## config.mk

```make
export PLATFORM = sky130hd
export DESIGN_NAME = pixel_mode_convert_and_alpha_blend
export DESIGN_NICKNAME = d
export VERILOG_FILES = /design/src/design/pmcab_pkg.sv /design/src/design/pmcab_convert.sv /design/src/design/pixel_mode_convert_and_alpha_blend.sv
export SDC_FILE = /design/constraint.sdc
export NUM_CORES = 2
export LEC_CHECK = 0
export BUFFER_PORTS_ARGS = -buffer_cell sky130_fd_sc_hd__buf_2
export CORE_MARGIN = 2
export CORE_UTILIZATION = 60
export CTS_CLUSTER_SIZE = 28
export DETAILED_ROUTE_END_ITERATION = 8
export PLACE_DENSITY = 0.78
export SYNTH_ARGS = -nofsm -noshare
export SYNTH_HDL_FRONTEND = slang
export SYNTH_SLANG_ARGS = --single-unit
```

## constraint.sdc

```tcl
create_clock -name clk -period 7 [get_ports clk]
set_input_delay 0.7 -clock clk [delete_from_list [all_inputs] [get_ports clk]]
set_output_delay 0.7 -clock clk [all_outputs]
set_load 0.1 [all_outputs]
```

## src/design/pmcab_pkg.sv

```systemverilog
// ----------------------------------------------------------------------------
// pmcab_pkg
// Shared types, register map and arithmetic helpers for the pixel mode
// converter and alpha blender.
// ----------------------------------------------------------------------------
package pmcab_pkg;

	localparam int unsigned CHAN_W = 8;
	localparam int unsigned PROD_W = 2 * CHAN_W;
	localparam logic [CHAN_W-1:0] FULL = 8'hFF;

	// register map, selected by paddr[2]
	localparam logic REG_COLOR_MODE = 1'b0;
	localparam logic REG_CHANNEL_COUNT = 1'b1;

	localparam logic [2:0] COLOR_MODE_RST = 3'd1;
	localparam logic [2:0] CHANNEL_COUNT_RST = 3'd4;
	localparam logic [2:0] CHAN_GRAY_MIN = 3'd1;
	localparam logic [2:0] CHAN_RGB_MIN = 3'd3;
	localparam logic [2:0] CHAN_FULL_MIN = 3'd4;

	typedef enum logic [1:0] {
		MODE_GRAY,
		MODE_RGB,
		MODE_CMYK,
		MODE_NONE
	} color_mode_t;

	typedef enum logic [1:0] {
		SEL_BACK,
		SEL_TOP,
		SEL_MIX
	} blend_sel_t;

	typedef struct packed {
		logic [CHAN_W-1:0] a;
		logic [CHAN_W-1:0] b;
		logic [CHAN_W-1:0] g;
		logic [CHAN_W-1:0] r;
	} pixel_t;

	typedef struct packed {
		logic [CHAN_W-1:0] s3;
		logic [CHAN_W-1:0] s2;
		logic [CHAN_W-1:0] s1;
		logic [CHAN_W-1:0] s0;
	} samples_t;

	typedef struct packed {
		pixel_t back;
		logic   in_image;
	} side_t;

	typedef struct packed {
		pixel_t top;
		side_t  side;
	} conv_out_t;

	// floor(x / 255), exact for x up to 255*255
	function automatic logic [CHAN_W-1:0] div255(input logic [PROD_W-1:0] x);
		logic [PROD_W:0] t;
		t = {1'b0, x} + {{(CHAN_W+1){1'b0}}, x[PROD_W-1:CHAN_W]} + {{PROD_W{1'b0}}, 1'b1};
		return t[PROD_W-1:CHAN_W];
	endfunction

endpackage

```

## src/design/pmcab_convert.sv

```systemverilog
// ----------------------------------------------------------------------------
// pmcab_convert
// Two-stage color mode conversion of the channel samples to an RGBA top pixel;
// background and in-image flag ride along.
// ----------------------------------------------------------------------------
module pmcab_convert (
	input  logic                       clk,
	input  logic                       arst_n,
	input  logic                       in_valid,
	output logic                       in_ready,
	input  pmcab_pkg::samples_t        in_samples,
	input  pmcab_pkg::side_t           in_side,
	input  pmcab_pkg::color_mode_t     color_mode,
	input  logic [2:0]                 channel_count,
	output logic                       out_valid,
	input  logic                       out_ready,
	output pmcab_pkg::conv_out_t       out_data
);

	logic                              v_s1;
	logic                              v_s2;
	logic                              rdy_s1;
	logic                              rdy_s2;

	logic                              cmyk_s1;
	logic [pmcab_pkg::PROD_W-1:0]      r_s1;
	logic [pmcab_pkg::PROD_W-1:0]      g_s1;
	logic [pmcab_pkg::PROD_W-1:0]      b_s1;
	logic [pmcab_pkg::CHAN_W-1:0]      a_s1;
	pmcab_pkg::side_t                  side_s1;

	pmcab_pkg::conv_out_t              data_s2;

	logic                              cmyk_c;
	logic [pmcab_pkg::PROD_W-1:0]      r_c;
	logic [pmcab_pkg::PROD_W-1:0]      g_c;
	logic [pmcab_pkg::PROD_W-1:0]      b_c;
	logic [pmcab_pkg::CHAN_W-1:0]      a_c;
	logic [pmcab_pkg::CHAN_W-1:0]      inv_k;

	assign rdy_s2 = !v_s2 || out_ready;
	assign rdy_s1 = !v_s1 || rdy_s2;
	assign in_ready = rdy_s1;

	always_comb begin
		inv_k = pmcab_pkg::FULL - in_samples.s3;
		cmyk_c = 1'b0;
		r_c = '0;
		g_c = '0;
		b_c = '0;
		a_c = pmcab_pkg::FULL;
		case (color_mode)
			pmcab_pkg::MODE_GRAY: begin
				if (channel_count >= pmcab_pkg::CHAN_GRAY_MIN) begin
					r_c = {{pmcab_pkg::CHAN_W{1'b0}}, in_samples.s0};
					g_c = {{pmcab_pkg::CHAN_W{1'b0}}, in_samples.s0};
					b_c = {{pmcab_pkg::CHAN_W{1'b0}}, in_samples.s0};
				end
			end
			pmcab_pkg::MODE_RGB: begin
				if (channel_count >= pmcab_pkg::CHAN_RGB_MIN) begin
					r_c = {{pmcab_pkg::CHAN_W{1'b0}}, in_samples.s0};
					g_c = {{pmcab_pkg::CHAN_W{1'b0}}, in_samples.s1};
					b_c = {{pmcab_pkg::CHAN_W{1'b0}}, in_samples.s2};
					if (channel_count >= pmcab_pkg::CHAN_FULL_MIN) begin
						a_c = in_samples.s3;
					end
				end
			end
			pmcab_pkg::MODE_CMYK: begin
				if (channel_count >= pmcab_pkg::CHAN_FULL_MIN) begin
					cmyk_c = 1'b1;
					r_c = (pmcab_pkg::FULL - in_samples.s0) * inv_k;
					g_c = (pmcab_pkg::FULL - in_samples.s1) * inv_k;
					b_c = (pmcab_pkg::FULL - in_samples.s2) * inv_k;
				end
			end
			default: begin
				// unsupported mode keeps opaque black
				cmyk_c = 1'b0;
			end
		endcase
	end

	always_ff @(posedge clk or negedge arst_n) begin
		if (!arst_n) begin
			v_s1 <= 1'b0;
			v_s2 <= 1'b0;
		end else begin
			if (rdy_s1) begin
				v_s1 <= in_valid;
			end
			if (rdy_s2) begin
				v_s2 <= v_s1;
			end
		end
	end

	always_ff @(posedge clk) begin
		if (rdy_s1 && in_valid) begin
			cmyk_s1 <= cmyk_c;
			r_s1 <= r_c;
			g_s1 <= g_c;
			b_s1 <= b_c;
			a_s1 <= a_c;
			side_s1 <= in_side;
		end
		if (rdy_s2 && v_s1) begin
			data_s2.top.r <= cmyk_s1 ? pmcab_pkg::div255(r_s1) : r_s1[pmcab_pkg::CHAN_W-1:0];
			data_s2.top.g <= cmyk_s1 ? pmcab_pkg::div255(g_s1) : g_s1[pmcab_pkg::CHAN_W-1:0];
			data_s2.top.b <= cmyk_s1 ? pmcab_pkg::div255(b_s1) : b_s1[pmcab_pkg::CHAN_W-1:0];
			data_s2.top.a <= a_s1;
			data_s2.side <= side_s1;
		end
	end

	assign out_valid = v_s2;
	assign out_data = data_s2;

endmodule

```

## src/design/pixel_mode_convert_and_alpha_blend.sv

```systemverilog
// ----------------------------------------------------------------------------
// pixel_mode_convert_and_alpha_blend
// Converts gray, RGB or CMYK samples to RGBA and blends them over a background.
// ----------------------------------------------------------------------------
// Takes one pixel per clock while the output side does not stall, and holds
// no state between pixels. A pixel spends four register stages in the block:
// mode decode and CMYK product, divide by 255, blend products, and divide by
// 255 into the output register. Every stage has its own valid bit and moves
// whenever the stage after it is empty or moving, so bubbles are squeezed out
// under backpressure.
// Registers: color_mode at 0x0, channel_count at 0x4; write them only while
// the block is empty.
module pixel_mode_convert_and_alpha_blend (
	input  logic        clk,
	input  logic        arst_n,
	// slave stream
	input  logic        s_tvalid,
	output logic        s_tready,
	// sample_first, sample_second, sample_third, sample_fourth,
	// back_red, back_green, back_blue, back_alpha
	input  logic [63:0] s_tdata,
	// inside_image
	input  logic [0:0]  s_tuser,
	// master stream
	output logic        m_tvalid,
	input  logic        m_tready,
	// out_red, out_green, out_blue, out_alpha
	output logic [31:0] m_tdata,
	// configuration
	input  logic        psel,
	input  logic        penable,
	input  logic        pwrite,
	input  logic [2:0]  paddr,
	input  logic [31:0] pwdata,
	output logic [31:0] prdata,
	output logic        pready
);

	pmcab_pkg::color_mode_t           color_mode_q;
	logic [2:0]                       channel_count_q;
	logic                             cfg_wr;

	pmcab_pkg::samples_t              in_samples;
	pmcab_pkg::side_t                 in_side;

	logic                             conv_valid;
	logic                             conv_ready;
	pmcab_pkg::conv_out_t             conv_data;

	logic                             v_s3;
	logic                             v_s4;
	logic                             rdy_s3;
	logic                             rdy_s4;

	pmcab_pkg::blend_sel_t            sel_s3;
	pmcab_pkg::pixel_t                top_s3;
	pmcab_pkg::pixel_t                back_s3;
	logic [pmcab_pkg::PROD_W-1:0]     sum_r_s3;
	logic [pmcab_pkg::PROD_W-1:0]     sum_g_s3;
	logic [pmcab_pkg::PROD_W-1:0]     sum_b_s3;
	logic [pmcab_pkg::CHAN_W-1:0]     max_a_s3;

	pmcab_pkg::pixel_t                out_s4;

	pmcab_pkg::blend_sel_t            sel_c;
	logic [pmcab_pkg::CHAN_W-1:0]     inv_a;
	pmcab_pkg::pixel_t                top_c;
	pmcab_pkg::pixel_t                back_c;
	pmcab_pkg::pixel_t                out_c;

	// configuration port
	assign pready = 1'b1;
	assign cfg_wr = psel && penable && pwrite && pready;

	always_ff @(posedge clk or negedge arst_n) begin
		if (!arst_n) begin
			color_mode_q <= pmcab_pkg::color_mode_t'(pmcab_pkg::COLOR_MODE_RST[1:0]);
			channel_count_q <= pmcab_pkg::CHANNEL_COUNT_RST;
		end else if (cfg_wr) begin
			if (paddr[2] == pmcab_pkg::REG_COLOR_MODE) begin
				color_mode_q <= pmcab_pkg::color_mode_t'(pwdata[1:0]);
			end else begin
				channel_count_q <= pwdata[2:0];
			end
		end
	end

	always_comb begin
		if (paddr[2] == pmcab_pkg::REG_CHANNEL_COUNT) begin
			prdata = {29'd0, channel_count_q};
		end else begin
			prdata = {30'd0, color_mode_q};
		end
	end

	// stream unpacking
	assign in_samples.s0 = s_tdata[7:0];
	assign in_samples.s1 = s_tdata[15:8];
	assign in_samples.s2 = s_tdata[23:16];
	assign in_samples.s3 = s_tdata[31:24];
	assign in_side.back.r = s_tdata[39:32];
	assign in_side.back.g = s_tdata[47:40];
	assign in_side.back.b = s_tdata[55:48];
	assign in_side.back.a = s_tdata[63:56];
	assign in_side.in_image = s_tuser[0];

	pmcab_convert u_convert (
		.clk           (clk),
		.arst_n        (arst_n),
		.in_valid      (s_tvalid),
		.in_ready      (s_tready),
		.in_samples    (in_samples),
		.in_side       (in_side),
		.color_mode    (color_mode_q),
		.channel_count (channel_count_q),
		.out_valid     (conv_valid),
		.out_ready     (conv_ready),
		.out_data      (conv_data)
	);

	assign rdy_s4 = !v_s4 || m_tready;
	assign rdy_s3 = !v_s3 || rdy_s4;
	assign conv_ready = rdy_s3;

	// blend products and path select
	always_comb begin
		top_c = conv_data.top;
		back_c = conv_data.side.back;
		inv_a = pmcab_pkg::FULL - top_c.a;
		if (!conv_data.side.in_image || top_c.a == '0) begin
			sel_c = pmcab_pkg::SEL_BACK;
		end else if (top_c.a == pmcab_pkg::FULL) begin
			sel_c = pmcab_pkg::SEL_TOP;
		end else begin
			sel_c = pmcab_pkg::SEL_MIX;
		end
	end

	always_ff @(posedge clk or negedge arst_n) begin
		if (!arst_n) begin
			v_s3 <= 1'b0;
			v_s4 <= 1'b0;
		end else begin
			if (rdy_s3) begin
				v_s3 <= conv_valid;
			end
			if (rdy_s4) begin
				v_s4 <= v_s3;
			end
		end
	end

	always_ff @(posedge clk) begin
		if (rdy_s3 && conv_valid) begin
			sel_s3 <= sel_c;
			top_s3 <= top_c;
			back_s3 <= back_c;
			sum_r_s3 <= top_c.r * top_c.a + back_c.r * inv_a;
			sum_g_s3 <= top_c.g * top_c.a + back_c.g * inv_a;
			sum_b_s3 <= top_c.b * top_c.a + back_c.b * inv_a;
			max_a_s3 <= (top_c.a > back_c.a) ? top_c.a : back_c.a;
		end
		if (rdy_s4 && v_s3) begin
			out_s4 <= out_c;
		end
	end

	// final divide and select
	always_comb begin
		case (sel_s3)
			pmcab_pkg::SEL_TOP: begin
				out_c = top_s3;
			end
			pmcab_pkg::SEL_MIX: begin
				out_c.r = pmcab_pkg::div255(sum_r_s3);
				out_c.g = pmcab_pkg::div255(sum_g_s3);
				out_c.b = pmcab_pkg::div255(sum_b_s3);
				out_c.a = max_a_s3;
			end
			default: begin
				out_c = back_s3;
			end
		endcase
	end

	assign m_tvalid = v_s4;
	assign m_tdata = {out_s4.a, out_s4.b, out_s4.g, out_s4.r};

	// a blend-stage item that can move must land in the output register
	a_s3_moves: assert property (@(posedge clk) disable iff (!arst_n)
		v_s3 && rdy_s4 |=> m_tvalid)
		else $error("blend stage item lost");

	// output drains when taken and nothing follows
	a_out_drains: assert property (@(posedge clk) disable iff (!arst_n)
		m_tvalid && m_tready && !v_s3 |=> !m_tvalid)
		else $error("result repeated");

	// a waiting result must hold its value
	a_out_holds: assert property (@(posedge clk) disable iff (!arst_n)
		m_tvalid && !m_tready |=> m_tvalid && $stable(m_tdata))
		else $error("stalled result changed");

	// an opaque blend result always carries full alpha
	a_top_opaque: assert property (@(posedge clk) disable iff (!arst_n)
		v_s3 && rdy_s4 && sel_s3 == pmcab_pkg::SEL_TOP |=> m_tdata[31:24] == pmcab_pkg::FULL)
		else $error("opaque result lost alpha");

endmodule

```

==> flow_summary_export.csv <==
group,metric,value,unit
sta,setup_viol,0,
hold_path,hp-class,"primary input to register",
drt,via_per_inst,5.63,
logic_synthesis,ys.flop_type,"edfxtp_1",
critical_path,cp.arrival,6.46,ns
finish,area_delta_synth_final,7.30,%
sta,fin_worst_skew,0.0169,ns
place,io_buffer_count,112,
global_route,grt_pass1_wl,120000,um
place,placed_area,33700,sq um
finish,layoutNonFillerInstCount,3917,
sta,timing.final.crit_share,0.882,
sta,slew_violations,0,
global_route,grtUsageMet2,0.467,
drt,drt_pre_antenna_iters,7,
drt,drtIter0Drc,1591,
critical_path,end_kind,"register",
drt,route.detailed.wl_per_inst,18.4,um
floorplan,die_y,237,um
clocking,cts.path.max_buffers,3,
global_route,grt_use_met1,0.346,
drt,postRouteAntennaNets,0,
global_route,antenna_found_initial,0,
sta,slew_headroom,0.186,
critical_path,critical_path_required,7.29,ns
logic_synthesis,synth.area.top_cells,"edfxtp_1 (29%), fa_1 (24%), ha_1 (13%), inv_1 (6.6%), nor2b_1 (2.8%)",
logic_synthesis,yosysTopAreaCell,"edfxtp_1",
clocking,ctsRootBufferMaster,"clkbuf_16",
logic_synthesis,seq_area_frac_synth,0.292,
run,cap_violations,0,
finish,antenna_cells,0,
sta,tns,0,ns
place,finalWeightedCongestion,0.926,
global_route,grt_usage,0.269,
sta,fmaxAchievable,162,MHz
sta,whs,0.306,ns
clocking,htree_levels,2,
drt,vias,22100,
floorplan,start_util,0.606,
global_route,overflow,0,
drt,wl,71900,um
drt,drc,0,
logic_synthesis,synth_area_per_cell,10.5,sq um
finish,nNetsFinal,4043,
clocking,cts_tree,"built",
critical_path,worstSetupPathType,"register to register",
logic_synthesis,synth-edff-count,309,
clocking,clkTransAtPathRegs,0.07,ns
finish,fillCellCount,4036,
floorplan,die_w,237,um
logic_synthesis,synth_common_cells,"inv_1 (571), fa_1 (396), ha_1 (346)",
global_route,busiest_layer,"met2",
logic_synthesis,ys_ff_latch,318,
clocking,ctsResizeCount,0,
global_route,grt_use_met3,0.0402,
logic_synthesis,async_flop_share,0.0283,
sta,period_needed,6.17,ns
finish,fin_area,34900,sq um
clocking,cts_buffers,36,
global_route,grt_pass1_vias,23700,
critical_path,crit_fanout,21,
finish,layout-drive-gt1-share,0.104,
status,status,"finished, final reports clean",
sta,rsz0062_at_grt,"no",
logic_synthesis,synth_area,32500,sq um
global_route,grt_max_degree,72,
logic_synthesis,yosysWarnings,0,
logic_synthesis,yosysMostFrequentCell,"inv_1",
clocking,postCtsSetupBuffers,0,
floorplan,rows,85,
place,dp_hpwl,54700,um
logic_synthesis,synth_cell_types,72,
clocking,clock_sinks,318,
clocking,clock_latency,0.56,ns
place,dpl.cell_count,3851,
floorplan,coreArea,53700,sq um
logic_synthesis,synthCells,3108,
floorplan,dieArea,56100,sq um
logic_synthesis,synth_top_area_share,0.285,
floorplan,io_pins,174,
sta,worst-slew-pin-transition,1.22,ns
critical_path,critPathLaunchType,"register",
sta,hold_viol_final,0,
[routing by layer]
| metal | part of all wire | vias to the layer above |
|---|---|---|
| met1 | 0.41 | 11100 |
| met3 | 0.060 | 154 |
| met4 | 0.032 | 0 |
| met2 | 0.50 | 718 |
| met5 | 0 | - |
| li1 | - | 10100 |
[sequential cells by signal, indices dropped and copies added, names as in the netlist]
signal               cells
sum_g_s3                16
back_s3                 32
v_s3                     1
u_convert.b_s1          16
u_convert.out_data      65
u_convert.v_s1           1
u_convert.r_s1          16
u_convert.side_s1       33
max_a_s3                 8
top_s3                  32
u_convert.cmyk_s1        1
u_convert.out_valid      1
m_tdata                 32
sel_s3                   2
u_convert.g_s1          16
m_tvalid                 1
u_convert.a_s1           8
color_mode_q             2
sum_b_s3                16
channel_count_q          3
sum_r_s3                16
[cell usage in the layout, fill, tap and decap left out, types with 31 or more instances in the layout]
master     Yosys  routed
nand2_1      149     149
or2_2        113     113
inv_1        571     571
o21ai_1       35      35
xnor2_1       85      85
ha_1         346     346
nand2b_1      57      57
and2_1       117     114
buf_4         30      33
conb_1         2      33
nor2b_1      144     143
nand3_1       33      33
buf_2          1     112
o21ai_0       36      36
fa_1         396     396
xor2_1        31      31
a21oi_1       80      80
clkbuf_16      0      36
edfxtp_1     309     309
a22oi_1       38      38
nor2_1       197     197
[path summary, 6_finish.rpt]
check | from | end | cells after the start | slack, ns
max | u_convert.out_data[59] | sum_g_s3[15] | 18 | 0.83
min | s_tdata[33] | u_convert.side_s1[2] | 1 | 0.31
max reg2reg | u_convert.out_data[59] | sum_g_s3[15] | 18 | 0.83
min reg2reg | u_convert.side_s1[18] | u_convert.out_data[18] | 0 | 0.41
max in group asynchronous | arst_n | channel_count_q[2] | 2 | 6.23
min in group asynchronous | arst_n | u_convert.out_valid | 2 | 0.53
[area by class of cell]
| type | instances | area [sq um] | area share |
|---|---|---|---|
| clock inverter | 25 | 233 | 0.00667 |
| timing repair buffer | 146 | 818 | 0.0234 |
| tap | 696 | 871 | 0.0250 |
| multi-input combinational | 2120 | 20400 | 0.585 |
| clock buffer | 40 | 916 | 0.0262 |
| inverter | 572 | 2150 | 0.0615 |
| sequential | 318 | 9510 | 0.272 |
[stage by stage]
stage | util | setup WS (ns)
3_5_place_dp | 0.628 | 0.925
3_3_place_gp | 0.628 | 0.971
5_1_grt | 0.650 | 0.567
2_1_floorplan | - | 1.19
4_1_cts | 0.650 | 0.858
6_report | 0.650 | 0.829
[logic make-up (layout without fill, tap and decap cells)]
logic type,after synthesis,count (layout),share of synthesized area
AND/OR/NAND/NOR,883,883,0.142
adder cells (fa/ha/maj),742,742,0.377
buffers and inverters,701,783,0.0844
AO/OA/AOI/OAI,328,328,0.0671
flip-flops,318,318,0.292
XOR/XNOR,116,116,0.0312
multiplexers,18,18,0.00623
other,2,33,0.000231
[repair_timing]
action	4_1_cts	5_1_grt
hold endpoints to repair	7	0
endpoints found under the setup margin	0	0
hold buffers	1	0
[worst max-delay path, cell delays in order, from the launching register on]
cell and delay [ns]:
edfxtp_1 0.93, buf_4 0.38, nand2_1 0.11, fa_1 0.50, fa_1 0.55, inv_1 0.05
fa_1 0.50, fa_1 0.51, fa_1 0.49, inv_1 0.05, fa_1 0.47, inv_1 0.04
ha_1 0.33, o21a_1 0.12, o21ai_0 0.22, o21ai_1 0.17, a31o_1 0.20, a21oi_1 0.16
xnor2_1 0.08
Power is not shown: default switching activity piles up to over one toggle a cycle in this logic, so the estimate is an artifact.
